--- config.mk ---
export PLATFORM = sky130hd
export DESIGN_NAME = base64_stream_encoder_core
export DESIGN_NICKNAME = d
export VERILOG_FILES = /design/src/hdl/b64enc_pkg.sv /design/src/hdl/base64_stream_encoder_core.sv /design/src/hdl/b64enc_front.sv /design/src/hdl/b64enc_queue.sv /design/src/hdl/b64enc_back.sv
export SDC_FILE = /design/constraint.sdc
export NUM_CORES = 1
export LEC_CHECK = 0
export BUFFER_PORTS_ARGS = -buffer_cell sky130_fd_sc_hd__buf_4
export CORE_MARGIN = 10
export CORE_UTILIZATION = 61
export DETAILED_ROUTE_END_ITERATION = 8
export GPL_TIMING_DRIVEN = 0
export PLACE_DENSITY = 0.79
export SLEW_MARGIN = 20
export SYNTH_ARGS = -nofsm -noshare
export SYNTH_HDL_FRONTEND = slang
export SYNTH_SLANG_ARGS = --single-unit
--- constraint.sdc ---
create_clock -name i_clk -period 4.7 [get_ports i_clk]
set_clock_uncertainty 0.1 [all_clocks]
set_input_delay 0.705 -clock i_clk [delete_from_list [all_inputs] [get_ports i_clk]]
set_output_delay 0.705 -clock i_clk [all_outputs]
set_load 0.05 [all_outputs]
--- src/hdl/b64enc_pkg.sv ---
// ----------------------------------------------------------------------------
// b64enc_pkg
// Types, constants and the alphabet lookup for the streaming base64 encoder.
// ----------------------------------------------------------------------------
`default_nettype none

package b64enc_pkg;

    localparam int unsigned QUEUE_DEPTH = 2;
    localparam int unsigned QUEUE_AW    = $clog2(QUEUE_DEPTH);
    localparam int unsigned QUEUE_CW    = $clog2(QUEUE_DEPTH + 1);

    localparam logic [1:0] NVALID_ONE   = 2'd1;
    localparam logic [1:0] NVALID_TWO   = 2'd2;
    localparam logic [1:0] NVALID_THREE = 2'd3;

    localparam logic [1:0] CHAR_IDX_LAST = 2'd3;

    localparam logic [7:0] CHAR_UPPER_A = 8'h41;
    localparam logic [7:0] CHAR_LOWER_A = 8'h61;
    localparam logic [7:0] CHAR_DIGIT_0 = 8'h30;
    localparam logic [7:0] CHAR_PLUS    = 8'h2B;
    localparam logic [7:0] CHAR_SLASH   = 8'h2F;
    localparam logic [7:0] CHAR_PAD     = 8'h3D;

    localparam logic [5:0] SIX_LOWER_BASE = 6'd26;
    localparam logic [5:0] SIX_DIGIT_BASE = 6'd52;
    localparam logic [5:0] SIX_PLUS       = 6'd62;

    typedef struct packed {
        logic [7:0] data_byte;
        logic       end_of_message;
    } t_in_beat;

    typedef struct packed {
        logic [7:0] out_char;
        logic       group_last;
        logic       message_done;
    } t_out_beat;

    typedef struct packed {
        logic [7:0] byte_a;
        logic [7:0] byte_b;
        logic [7:0] byte_c;
        logic [1:0] nvalid;
        logic       done;
    } t_group;

    typedef struct packed {
        logic                full;
        logic                not_empty;
        logic [QUEUE_CW-1:0] count;
    } t_q_status;

    function automatic logic [7:0] b64_char(input logic [5:0] six);
        logic [7:0] ch;
        priority if (six < SIX_LOWER_BASE) begin
            ch = CHAR_UPPER_A + {2'b00, six};
        end else if (six < SIX_DIGIT_BASE) begin
            ch = CHAR_LOWER_A + {2'b00, six - SIX_LOWER_BASE};
        end else if (six < SIX_PLUS) begin
            ch = CHAR_DIGIT_0 + {2'b00, six - SIX_DIGIT_BASE};
        end else if (six == SIX_PLUS) begin
            ch = CHAR_PLUS;
        end else begin
            ch = CHAR_SLASH;
        end
        return ch;
    endfunction

endpackage

`default_nettype wire

--- src/hdl/base64_stream_encoder_core.sv ---
// The first character of a group is valid on the output once the group has passed through
// the queue, the group register and the output register after its last byte is taken.
// The output register gives one character per cycle while i_out_ready is high and groups
// are available; a full group of three bytes and a short, padded final group both give four characters.
// The input side takes one byte per cycle while the two-group queue has room.
// Reset (i_rst_n low, synchronous) empties the queue and drops held bytes.
// ----------------------------------------------------------------------------
// base64_stream_encoder_core
// Streaming base64 encoder with padding: byte beats in, character beats out.
// ----------------------------------------------------------------------------
`default_nettype none

module base64_stream_encoder_core
    import b64enc_pkg::*;
(
    input  wire logic     i_clk,
    input  wire logic     i_rst_n,
    input  wire logic     i_in_valid,
    output logic          o_in_ready,
    input  wire t_in_beat i_in_data,
    output logic          o_out_valid,
    input  wire logic     i_out_ready,
    output t_out_beat     o_out_data
);

    t_q_status s_q_status;
    logic      s_push;
    t_group    s_push_data;
    logic      s_pop;
    t_group    s_pop_data;

    b64enc_front u_front (
        .i_clk       (i_clk),
        .i_rst_n     (i_rst_n),
        .i_in_valid  (i_in_valid),
        .o_in_ready  (o_in_ready),
        .i_in_data   (i_in_data),
        .i_q_status  (s_q_status),
        .o_push      (s_push),
        .o_push_data (s_push_data)
    );

    b64enc_queue u_queue (
        .i_clk       (i_clk),
        .i_rst_n     (i_rst_n),
        .i_push      (s_push),
        .i_push_data (s_push_data),
        .i_pop       (s_pop),
        .o_pop_data  (s_pop_data),
        .o_status    (s_q_status)
    );

    b64enc_back u_back (
        .i_clk       (i_clk),
        .i_rst_n     (i_rst_n),
        .i_q_status  (s_q_status),
        .i_q_data    (s_pop_data),
        .o_pop       (s_pop),
        .o_out_valid (o_out_valid),
        .i_out_ready (i_out_ready),
        .o_out_data  (o_out_data)
    );

`ifndef NO_ASSERTIONS
    a_q_bound: assert property (@(posedge i_clk) disable iff (!i_rst_n)
        s_q_status.count <= QUEUE_CW'(QUEUE_DEPTH))
        else $error("group queue count out of range");

    a_no_push_full: assert property (@(posedge i_clk) disable iff (!i_rst_n)
        !(s_push && s_q_status.full))
        else $error("group pushed into full queue");

    a_done_on_last: assert property (@(posedge i_clk) disable iff (!i_rst_n)
        (o_out_valid && o_out_data.message_done) |-> o_out_data.group_last)
        else $error("message end not on last character of a group");

    a_pop_nonempty: assert property (@(posedge i_clk) disable iff (!i_rst_n)
        (s_pop && !s_q_status.not_empty) |=> !o_out_valid || $past(o_out_valid))
        else $error("character beat without a group");
`endif

endmodule

`default_nettype wire

--- src/hdl/b64enc_front.sv ---
// ----------------------------------------------------------------------------
// b64enc_front
// Accepts message bytes, holds up to two, and pushes complete or final groups.
// ----------------------------------------------------------------------------
`default_nettype none

module b64enc_front
    import b64enc_pkg::*;
(
    input  wire logic      i_clk,
    input  wire logic      i_rst_n,
    input  wire logic      i_in_valid,
    output logic           o_in_ready,
    input  wire t_in_beat  i_in_data,
    input  wire t_q_status i_q_status,
    output logic           o_push,
    output t_group         o_push_data
);

    logic [1:0] r_cnt, n_cnt;
    logic [7:0] r_byte0, r_byte1;
    logic       w_accept;
    logic       w_full_grp;

    assign o_in_ready = !i_q_status.full;
    assign w_accept   = i_in_valid && o_in_ready;
    assign w_full_grp = r_cnt[1];
    assign o_push     = w_accept && (w_full_grp || i_in_data.end_of_message);

    always_comb begin
        o_push_data = '0;
        n_cnt       = r_cnt;
        if (w_full_grp) begin
            o_push_data = '{r_byte0, r_byte1, i_in_data.data_byte, NVALID_THREE,
                            i_in_data.end_of_message};
        end else if (r_cnt[0]) begin
            o_push_data = '{r_byte0, i_in_data.data_byte, 8'h00, NVALID_TWO, 1'b1};
        end else begin
            o_push_data = '{i_in_data.data_byte, 8'h00, 8'h00, NVALID_ONE, 1'b1};
        end
        if (w_accept) begin
            if (o_push) begin
                n_cnt = 2'd0;
            end else begin
                n_cnt = r_cnt + 2'd1;
            end
        end
    end

    always_ff @(posedge i_clk) begin
        if (!i_rst_n) begin
            r_cnt <= 2'd0;
        end else begin
            r_cnt <= n_cnt;
        end
    end

    always_ff @(posedge i_clk) begin
        if (w_accept && !o_push) begin
            if (r_cnt[0]) begin
                r_byte1 <= i_in_data.data_byte;
            end else begin
                r_byte0 <= i_in_data.data_byte;
            end
        end
    end

endmodule

`default_nettype wire

--- src/hdl/b64enc_queue.sv ---
// ----------------------------------------------------------------------------
// b64enc_queue
// Short group queue between the front and the back.
// ----------------------------------------------------------------------------
`default_nettype none

module b64enc_queue
    import b64enc_pkg::*;
(
    input  wire logic   i_clk,
    input  wire logic   i_rst_n,
    input  wire logic   i_push,
    input  wire t_group i_push_data,
    input  wire logic   i_pop,
    output t_group      o_pop_data,
    output t_q_status   o_status
);

    t_group              r_mem [QUEUE_DEPTH];
    logic [QUEUE_AW-1:0] r_wp, n_wp;
    logic [QUEUE_AW-1:0] r_rp, n_rp;
    logic [QUEUE_CW-1:0] r_count, n_count;
    logic                w_pop;

    assign w_pop                = i_pop && (r_count != '0);
    assign o_pop_data           = r_mem[r_rp];
    assign o_status.full        = (r_count == QUEUE_CW'(QUEUE_DEPTH));
    assign o_status.not_empty   = (r_count != '0);
    assign o_status.count       = r_count;

    always_comb begin
        n_wp    = r_wp;
        n_rp    = r_rp;
        n_count = r_count;
        if (i_push) begin
            n_wp = (r_wp == QUEUE_AW'(QUEUE_DEPTH - 1)) ? '0 : r_wp + QUEUE_AW'(1);
        end
        if (w_pop) begin
            n_rp = (r_rp == QUEUE_AW'(QUEUE_DEPTH - 1)) ? '0 : r_rp + QUEUE_AW'(1);
        end
        unique case ({i_push, w_pop})
            2'b10:   n_count = r_count + QUEUE_CW'(1);
            2'b01:   n_count = r_count - QUEUE_CW'(1);
            default: n_count = r_count;
        endcase
    end

    always_ff @(posedge i_clk) begin
        if (!i_rst_n) begin
            r_wp    <= '0;
            r_rp    <= '0;
            r_count <= '0;
        end else begin
            r_wp    <= n_wp;
            r_rp    <= n_rp;
            r_count <= n_count;
        end
    end

    always_ff @(posedge i_clk) begin
        if (i_push) begin
            r_mem[r_wp] <= i_push_data;
        end
    end

endmodule

`default_nettype wire

--- src/hdl/b64enc_back.sv ---
// ----------------------------------------------------------------------------
// b64enc_back
// Takes groups from the queue and sends them out one character per beat.
// ----------------------------------------------------------------------------
`default_nettype none

module b64enc_back
    import b64enc_pkg::*;
(
    input  wire logic      i_clk,
    input  wire logic      i_rst_n,
    input  wire t_q_status i_q_status,
    input  wire t_group    i_q_data,
    output logic           o_pop,
    output logic           o_out_valid,
    input  wire logic      i_out_ready,
    output t_out_beat      o_out_data
);

    t_group     r_grp;
    logic       r_busy, n_busy;
    logic [1:0] r_idx, n_idx;
    logic       r_out_valid, n_out_valid;
    t_out_beat  r_out;
    t_out_beat  w_beat;
    logic       w_adv;
    logic       w_at_last;
    logic [5:0] w_six;

    assign w_adv       = !r_out_valid || i_out_ready;
    assign w_at_last   = (r_idx == CHAR_IDX_LAST);
    assign o_pop       = w_adv && (!r_busy || w_at_last) && i_q_status.not_empty;
    assign o_out_valid = r_out_valid;
    assign o_out_data  = r_out;

    always_comb begin
        unique case (r_idx)
            2'd0:    w_six = r_grp.byte_a[7:2];
            2'd1:    w_six = {r_grp.byte_a[1:0], r_grp.byte_b[7:4]};
            2'd2:    w_six = {r_grp.byte_b[3:0], r_grp.byte_c[7:6]};
            default: w_six = r_grp.byte_c[5:0];
        endcase
        w_beat.out_char     = (r_idx <= r_grp.nvalid) ? b64_char(w_six) : CHAR_PAD;
        w_beat.group_last   = w_at_last;
        w_beat.message_done = w_at_last && r_grp.done;
    end

    always_comb begin
        n_busy      = r_busy;
        n_idx       = r_idx;
        n_out_valid = r_out_valid;
        if (w_adv) begin
            n_out_valid = r_busy;
            if (r_busy) begin
                n_idx = r_idx + 2'd1;
            end
            n_busy = (r_busy && !w_at_last) || o_pop;
            if (o_pop) begin
                n_idx = 2'd0;
            end
        end
    end

    always_ff @(posedge i_clk) begin
        if (!i_rst_n) begin
            r_busy      <= 1'b0;
            r_idx       <= 2'd0;
            r_out_valid <= 1'b0;
        end else begin
            r_busy      <= n_busy;
            r_idx       <= n_idx;
            r_out_valid <= n_out_valid;
        end
    end

    always_ff @(posedge i_clk) begin
        if (o_pop) begin
            r_grp <= i_q_data;
        end
        if (w_adv && r_busy) begin
            r_out <= w_beat;
        end
    end

endmodule

`default_nettype wire

Word-level counts from Yosys, hierarchy flattened
Memory sizes are Yosys's and may differ from the RTL's. A register that Yosys moved wholly into a read port is not among the register bits.
Index checks and enable logic that the tools add are counted.
Widths: inputs -> output; s select.
{"block": "totals", "in_bits": 13, "mem_count": 1, "regBits": 36, "ram_bits": 54, "output_inout_bits": 12}
{"block": "classes", "eq_ne": 7, "muxes": 15, "n_bitwise": 1, "order_cmp": 4, "reduce_logical": 25, "add_sub_neg": 11}
{"memory": "u_queue.r_mem", "words": 2, "word_bits": 27, "read_ports": 1, "rd_ports_with_merged_regs": 1, "write_ports": 1, "line_no": "b64enc_queue.sv:19", "rtl": "t_group r_mem [QUEUE_DEPTH];"}
{"operator": "$mux 27", "n": 2}
{"operator": "$mux 8", "n": 3}
{"operator": "$pmux 6 s3", "n": 1}
{"operator": "$add 7x6->8 const A", "n": 2}
{"operator": "$lt 6x6->1 const B", "n": 2}
{"operator": "$logic_and 1x1->1", "n": 9}
{"operator": "$eq 2x2->1 const B", "n": 4}
{"operator": "$add 6x6->7 const A", "n": 1}
{"operator": "$add 2x1->2 const B", "n": 3}
{"operator": "$eq 6x6->1 const B", "n": 1}
{"operator": "$lt 6x5->1 const B", "n": 1}
{"operator": "$mux 2", "n": 3}
{"operator": "$reduce_and 2->1", "n": 3}
{"operator": "$reduce_bool 2->1", "n": 3}
{"operator": "$sub 6x5->6 const B", "n": 1}
{"operator": "$sub 6x6->6 const B", "n": 1}
{"operator": "$logic_not 1->1", "n": 5}
{"operator": "$eq 2x1->1 const B", "n": 2}
{"operator": "$logic_or 1x1->1", "n": 4}
{"operator": "$mux 1", "n": 4}
{"operator": "$pmux 2 s2", "n": 1}
{"operator": "$mux 3", "n": 1}
{"operator": "$add 1x1->1 const B", "n": 2}
{"operator": "$le 2x2->1", "n": 1}
{"operator": "other kinds (3)", "n": 3}

Logic depth before layout (Yosys ltp)
Gate-level depths: netlist of the first run.
{"block": "logic_depth", "word_depth": 7, "ltp_mapped": 12, "mapped_depth_nobuf": 12}

Hierarchy
From an unflattened synthesis of the first run, not the netlist that was laid out.
{"block": "unflattened", "cells_unflattened": 350, "area_unflattened_um2": 5247.5}
{"module": "b64enc_back", "area_per_inst_um2": 2179.6, "cells_each": 176, "instances": 1}
{"module": "b64enc_queue", "area_per_inst_um2": 2167.1, "cells_each": 107, "instances": 1}
{"module": "b64enc_front", "area_per_inst_um2": 900.9, "cells_each": 67, "instances": 1}

Least setup slack after synthesis of the first run
Ideal clock, no wire load.
{"block": "synth_path", "kind": "input-to-reg", "startpoint": "input i_out_ready", "endpoint": "register u_queue.r_count[1]", "setup_slack_ps": 1132, "arrival_time_ps": 3392, "required_time_ps": 4524, "path_buffers": 0, "stages": 6, "path_cell_list": "nand2b_1 > o21ai_0 > a21oi_1 > ha_1 > or3_1 > a21boi_0"}
{"block": "synth_between", "elab_chain_cells": 6, "word_cells_on_any_way": 8, "cone_classes": "eq/ne: 2; mux: 1; reduce/logical: 5"}
{"item": "start, declared", "line_no": "base64_stream_encoder_core.sv:22", "rtl": "input wire logic i_out_ready,"}
{"item": "$logic_or 1x1->1 *", "line_no": "b64enc_back.sv:30", "rtl": "assign w_adv = !r_out_valid || i_out_ready;"}
{"item": "$logic_and 1x1->1 * (2 in a row)", "line_no": "b64enc_back.sv:32", "rtl": "assign o_pop = w_adv && (!r_busy || w_at_last) && i_q_status.not_empty;"}
{"item": "named net s_pop", "line_no": "base64_stream_encoder_core.sv:29", "rtl": "logic s_pop;"}
{"item": "$logic_and 1x1->1 *", "line_no": "b64enc_queue.sv:25", "rtl": "assign w_pop = i_pop && (r_count != '0);"}
{"item": "$eq 2x1->1 / $eq 2x2->1 (equally long branches)", "line_no": "b64enc_queue.sv:41", "rtl": "unique case ({i_push, w_pop})"}
{"item": "$pmux 2 s2 / $reduce_bool 2->1 (equally long branches)"}
{"item": "end signal, assigned", "line_no": "b64enc_queue.sv:56", "rtl": "r_count <= n_count;"}
{"item": "end, declared", "line_no": "b64enc_queue.sv:22", "rtl": "logic [QUEUE_CW-1:0] r_count, n_count;"}
The timed path passes the listed nets; every way through them passes the cells marked *.
A chain may end at the register's enable or synchronous reset.

Worst setup path after layout of the first run
{"block": "layout_path", "startpoint": "register u_back.r_idx[0]", "endpoint": "register u_back.r_out (netlist bit u_back.o_out_data[2]) (data pin)"}
{"block": "layout_between", "elab_chain_cells": 7, "word_cells_on_any_way": 16, "cone_classes": "add/sub: 5; order compare: 4; eq/ne: 2; mux: 4; reduce/logical: 1"}
{"item": "start, declared", "line_no": "b64enc_back.sv:22", "rtl": "logic [1:0] r_idx, n_idx;"}
{"item": "start signal, assigned", "line_no": "b64enc_back.sv:71", "rtl": "r_idx <= n_idx;"}
{"item": "$eq 2x2->1, or another cell as far along", "line_no": "b64enc_back.sv:37", "rtl": "unique case (r_idx)"}
{"item": "$pmux 6 s3", "line_no": "b64enc_back.sv:37"}
{"item": "$sub 6x6->6", "line_no": "b64enc_pkg.sv:62", "rtl": "ch = CHAR_DIGIT_0 + {2'b00, six - SIX_DIGIT_BASE};"}
{"item": "$add 6x6->7", "line_no": "b64enc_pkg.sv:62"}
{"item": "$mux 8", "line_no": "b64enc_pkg.sv:61", "rtl": "end else if (six < SIX_PLUS) begin"}
{"item": "$mux 8", "line_no": "b64enc_pkg.sv:59", "rtl": "end else if (six < SIX_DIGIT_BASE) begin"}
{"item": "$mux 8", "line_no": "b64enc_pkg.sv:57", "rtl": "priority if (six < SIX_LOWER_BASE) begin"}
{"item": "end signal, assigned", "line_no": "b64enc_back.sv:81", "rtl": "r_out <= w_beat;"}
{"item": "end, declared", "line_no": "b64enc_back.sv:24", "rtl": "t_out_beat r_out;"}
Several ways; a longest one is shown, not always the timed one.

==> impl_metrics.tcl, run 1 <==
set metrics [dict create \
    wl_um 9100 \
    dpl_cell_area_mm2 0.00552 \
    path_class "reg -> reg" \
    period_minus_slack_ps 3570 \
    regToRegStartpoint "u_back.r_idx[0]" \
    synth.ff_latch_count 117 \
    drtPass1Iterations 4 \
    root_buffer "clkbuf_8" \
    critPathCaptureType "flip-flop" \
    die_area_mm2 0.0125 \
    rows 33 \
    nFillCells 495 \
    worstSetupStartpoint "u_back.r_idx[0]" \
    gp_congestion 0.920 \
    worstPathRequired_ps 4850 \
    rsz0062_at_grt "false" \
    min_period_over_period_pct 75.9 \
    ctsHoldBuffers 0 \
    finalHoldViolations 0 \
    async_flop_share_pct 0 \
    ios 25 \
    drcViolationCount 0 \
    slew_headroom_pct 46.3 \
    routedWlPerCell_um 17.9 \
    final_layout_size_suffix_gt1_share_pct 28.5 \
    hp-start "i_in_data[1]" \
    seq_area_mm2 0.00341 \
    grt_first_pass_wirelength_um 15200 \
    nNetsFinal 420 \
    drt-initial-drc-count 175 \
    grt-ovfl-total 0 \
    initial_core_util_pct 62.4 \
    design_area_mm2 0.00608 \
    fmax_mhz 280 \
    cp_max_fo 7 \
    syn2layout_area_growth_pct 18.7 \
    synth_area_mm2 0.00513 \
    setup_viol 0 \
    arrival_ps 3720 \
    vias 2950 \
    cts_tree "done" \
    cts_made_buffers 17 \
    synth_top_flop_cell "edfxtp_1" \
    setup_slack_ps 1130 \
    cts.repair.resized 0 \
    die_h_um 112 \
    cts_sinks 117 \
    dpl_worst_slack_ps 1220 \
    worstMarginPinSlew_ps 797 \
    cellPowerDensity_mw_per_mm2 710 \
    drv_cap 0 \
    tns_ps 0 \
    dieWidth_um 112 \
    outcome "finished, final reports clean" \
    diodes 0 \
    worst_skew_pair.late_latency_ps 500 \
    drv_slew 0 \
    multiInputGateArea_mm2 0.00162 \
    viasPerCell 5.80 \
    layout_common_cells "edfxtp_1 (107), mux2_2 (36), buf_4 (25)" \
    clk_pin_slew_ps 60 \
    clockBufferDepth 2 \
    ir_worst_vdd_v 0.000346 \
    power.leakage_nw 2.14 \
    post-dp-hpwl_um 5900 \
    syn_avg_cell_area_um2 14.9 \
    io_buffer_count 24 \
    grt_usage_pct 15.2 \
    synth_seq_area_share_pct 66.6 \
    synth_cell_type_count 51 \
    synth_enable_flop_cells 107 \
    power_mw 4.32 \
    ys_warn_count 0 \
    post-cts-setup-buffers 0 \
    critPathMaxStageDelay_ps 540 \
    h-tree-depth 4 \
    antenna_found_initial 0 \
    hp-class "in -> reg" \
    layout_commonest_cell "edfxtp_1" \
    cp_cell_sequence "inv_1, ha_1, a222oi_1, mux2i_2, inv_1, ha_1, o41a_2, a31oi_1, a21oi_1, or2_2" \
    ant_nets 0 \
    grt_max_degree 29 \
    startpoint_type "flip-flop" \
    synth_nets 374 \
    grt_pass1_vias 3081 \
    crit_slowest_cell "o41a_2" \
    coreArea_mm2 0.00822 \
    synth_cells 345 \
]
## worst max-delay path: cells and delay by family (launching register included)
family,cells,cell delay [ps]
AO/OA/AOI/OAI,4,1310
flip-flops,1,340
adder cells (fa/ha/maj),2,640
multiplexers,1,350
AND/OR/NAND/NOR,1,290
buffers and inverters,2,290
## final timing paths
check | slack, ps | depth (start not counted) | to
max | 1130 | 10 | u_back.o_out_data[2]
min | 310 | 1 | u_front.r_byte0[0]
max reg2reg | 1130 | 10 | u_back.o_out_data[2]
min reg2reg | 440 | 2 | u_back.o_out_valid
## per-layer routing
metal | vias to the layer above | share of wire [%] | global-route usage, %
met3 | 16 | 4.7 | 4.29
met4 | 0 | 2.0 | 8.05
li1 | 1422 | - | -
met1 | 1419 | 44 | 17.8
met5 | - | 0 | 0
met2 | 93 | 49 | 24.8
## layout make-up
type | instances | area share [%]
Clock inverter | 15 | 2.55
Tap cell | 105 | 2.16
Inverter | 21 | 1.30
Clock buffer | 17 | 6.81
Buffer | 11 | 0.946
Timing Repair Buffer | 27 | 3.58
Multi-Input combinational cell | 196 | 26.6
Sequential cell | 117 | 56.1
## synthesized netlist by cell type (3+ instances only)
cell type	instances	area share [%]
nor2b_1	3	0.37
a21oi_1	12	1.2
a21boi_0	5	0.73
xnor2_1	5	0.85
edfxtp_1	107	63
a22o_1	9	1.5
and2_1	14	1.7
nand2_1	14	1.0
or3_1	4	0.49
a31oi_1	3	0.37
inv_1	19	1.4
nor2_1	10	0.73
mux2_2	36	7.9
nand4_1	3	0.37
ha_1	16	3.9
nor4_1	4	0.49
a222oi_1	5	0.98
dfxtp_1	10	3.9
o21a_1	3	0.44
clkbuf_1	7	0.51
o31ai_1	3	0.44
o21ai_0	8	0.78
nand2b_1	4	0.49
nand3_1	3	0.29
o211ai_1	4	0.59
## sequential cells by signal, indices dropped and copies added (netlist names)
name                cells
u_queue.r_wp            1
u_front.r_byte0         8
u_queue.r_mem          54
u_back.r_busy           1
u_front.r_byte1         8
u_back.r_idx            2
u_front.r_cnt           2
u_back.o_out_data      10
u_back.o_out_valid      1
u_back.r_grp           27
u_queue.r_count         2
u_queue.r_rp            1
## power by group
group          switching (mW)  internal, mW  total (mW)
Combinational           0.955         0.623        1.58
Clock                   0.459         0.753        1.21
Sequential             0.0771          1.46        1.53
## cell families after synthesis
logic type / count (synthesis) / share of synthesized area [%]
buffers and inverters: 32 / 2.66
muxes: 40 / 8.83
AOI/OAI and AO/OA: 66 / 9.66
xor gates and xnor gates: 7 / 1.20
adders and majority gates: 17 / 4.10
DFF: 117 / 66.6
and+or+nand+nor: 66 / 6.98
## per-stage QoR
step	std cells	utilization [%]	hold WS, ps
floorplan	345	-	370
global placement	474	66.2	381
detailed placement	477	67.1	430
CTS	509	74.1	287
global route	509	74.1	292
finish	509	74.1	306
(Power assumes the default switching activity.)
==> run 2: changes to the inputs <==
- ABC_AREA: not set -> 1
- CORE_UTILIZATION: 61 -> 55
- PLACE_DENSITY: 0.79 -> 0.75
- clock period: 4.7 -> 3.23 ns (I/O delays scaled with it)
==> impl_metrics.tcl, run 2 <==
set metrics [dict create \
    outcome "finished, final reports clean" \
    slew_headroom_pct 46.0 \
    grt_pass1_vias 3594 \
    rows 35 \
    arrival_ps 2920 \
    io_buffer_count 24 \
    final_layout_size_suffix_gt1_share_pct 18.7 \
    viasPerCell 5.15 \
    synthTopCellsByArea "edfxtp_1 (60%), nand2_1 (11%), dfxtp_1 (3.8%)" \
    critPathCaptureType "flip-flop" \
    cts_tree "done" \
    power.leakage_nw 2.58 \
    routedWlPerCell_um 15.4 \
    grt-ovfl-total 0 \
    cts_made_buffers 17 \
    initial_core_util_pct 57.1 \
    synth_top_flop_cell "edfxtp_1" \
    synth_nets 515 \
    largest_reg_flops 54 \
    ant_nets 0 \
    cellPowerDensity_mw_per_mm2 1110 \
    clk_pin_slew_ps 60 \
    startpoint_type "flip-flop" \
    vias 3471 \
    cts.repair.resized 0 \
    diodes 0 \
    synth.top_cell.area_share_pct 60.3 \
    cp_max_fo 6 \
    finalHoldViolations 0 \
    setup_viol 0 \
    drt-initial-drc-count 241 \
    ios 25 \
    synth_seq_area_share_pct 64.1 \
    h-tree-depth 4 \
    root_buffer "clkbuf_8" \
    synth_cell_type_count 37 \
    grt_usage_pct 15.4 \
    synth_enable_flop_cells 107 \
    fmax_mhz 362 \
    drtPass1Iterations 5 \
    layout_common_cells "nand2_1 (156), edfxtp_1 (107), inv_1 (42)" \
    worstPathRequired_ps 3380 \
    yosysTopAreaCell "edfxtp_1" \
    holdWs_ps 81.5 \
    gp_congestion 0.955 \
    rsz0062_at_grt "false" \
    die_h_um 118 \
    syn2layout_area_growth_pct 18.7 \
    worst_skew_pair.late_latency_ps 510 \
    async_flop_share_pct 0 \
    layout_commonest_cell "nand2_1" \
    grt_first_pass_wirelength_um 17500 \
    clockBufferDepth 2 \
    grt_max_degree 29 \
    cts_sinks 117 \
    nFillCells 654 \
    multiInputGateArea_mm2 0.00170 \
    seq_area_mm2 0.00341 \
    ir_worst_vdd_v 0.000551 \
    drv_slew 0 \
    largest-register "u_queue.r_mem" \
    min_period_over_period_pct 85.6 \
    synth.ff_latch_count 117 \
    hp-class "in -> reg" \
    wl_um 10400 \
    drcViolationCount 0 \
    synth_cells 486 \
    synth_area_mm2 0.00533 \
    path_class "reg -> reg" \
    period_minus_slack_ps 2760 \
    post-cts-setup-buffers 0 \
    coreArea_mm2 0.00933 \
    die_area_mm2 0.0140 \
    syn_avg_cell_area_um2 11.0 \
    post-dp-hpwl_um 7160 \
    synthTopCellsByCount "nand2_1 (156), edfxtp_1 (107), inv_1 (42)" \
    ys_warn_count 0 \
    dieWidth_um 118 \
    antenna_found_initial 0 \
    drv_cap 0 \
    ctsHoldBuffers 0 \
    nNetsFinal 561 \
    power_mw 7.02 \
    synth_most_common_cell "nand2_1" \
    worstMarginPinSlew_ps 807 \
]
[run 2: layer usage]
metal | routed length [um] | global-route usage (%) | vias to the layer above
met1 | 4280 | 17.2 | 1642
li1 | - | - | 1716
met2 | 5430 | 27.6 | 102
met5 | 0 | 0 | -
met4 | 136 | 5.57 | 0
met3 | 544 | 4.33 | 11
[run 2: cells by family (layout without fill, tap and decap cells)]
| logic type | count (synthesis) | in the layout | synth area share [%] |
|---|---|---|---|
| simple gates | 241 | 241 | 20.6 |
| flops | 117 | 117 | 64.1 |
| buf+inv | 56 | 115 | 4.35 |
| compound gates | 50 | 50 | 6.16 |
| fa+ha+maj | 16 | 16 | 3.76 |
| xor+xnor | 5 | 5 | 0.822 |
| mux | 1 | 1 | 0.211 |
[run 2: area by class of cell]
class,instances,share of cell area [%]
buffer,9,0.792
clock buffer,19,6.67
clock inverter,13,2.50
inverter,47,2.87
multi-input combinational,313,27.0
sequential,117,54.0
tap,129,2.55
timing repair buffer,27,3.64
[run 2: path summary, 6_finish.rpt]
check                        from  slack [ps]              endpoint  depth (start not counted)
max               u_back.r_idx[0]         470  u_back.o_out_data[8]                         15
min                  i_in_data[1]          80    u_front.r_byte1[0]                          1
max reg2reg       u_back.r_idx[0]         470  u_back.o_out_data[8]                         15
min reg2reg  u_queue.r_mem[0][17]         410      u_back.r_grp[17]                          2
[run 2: critical path, stage by stage, from the launching register on]
cell and delay, ps:
dfxtp_1 410, inv_1 110, ha_1 310, nand2_1 110
nand2_1 60, inv_1 50, nand2_1 180, nand2_8 150
inv_2 70, ha_1 300, nor2_1 160, nand3_2 110
nor2_2 140, nor2_1 80, nor2_1 110, nor2_1 40
[run 2: power breakdown]
group / internal (mW) / switching, mW
registers: 2.15 / 0.126
clock network: 1.17 / 0.650
logic: 0.957 / 1.97
[run 2: metrics by stage]
step	setup slack (ps)	instances	utilization (%)	TNS, ps	area (um^2)
2_1_floorplan	189	486	-	0	5330
3_3_place_gp	-437	639	60.8	-791	5670
3_5_place_dp	520	642	61.5	0	5740
4_1_cts	474	674	67.7	0	6320
5_1_grt	275	674	67.7	0	6320
6_report	467	674	67.7	0	6320
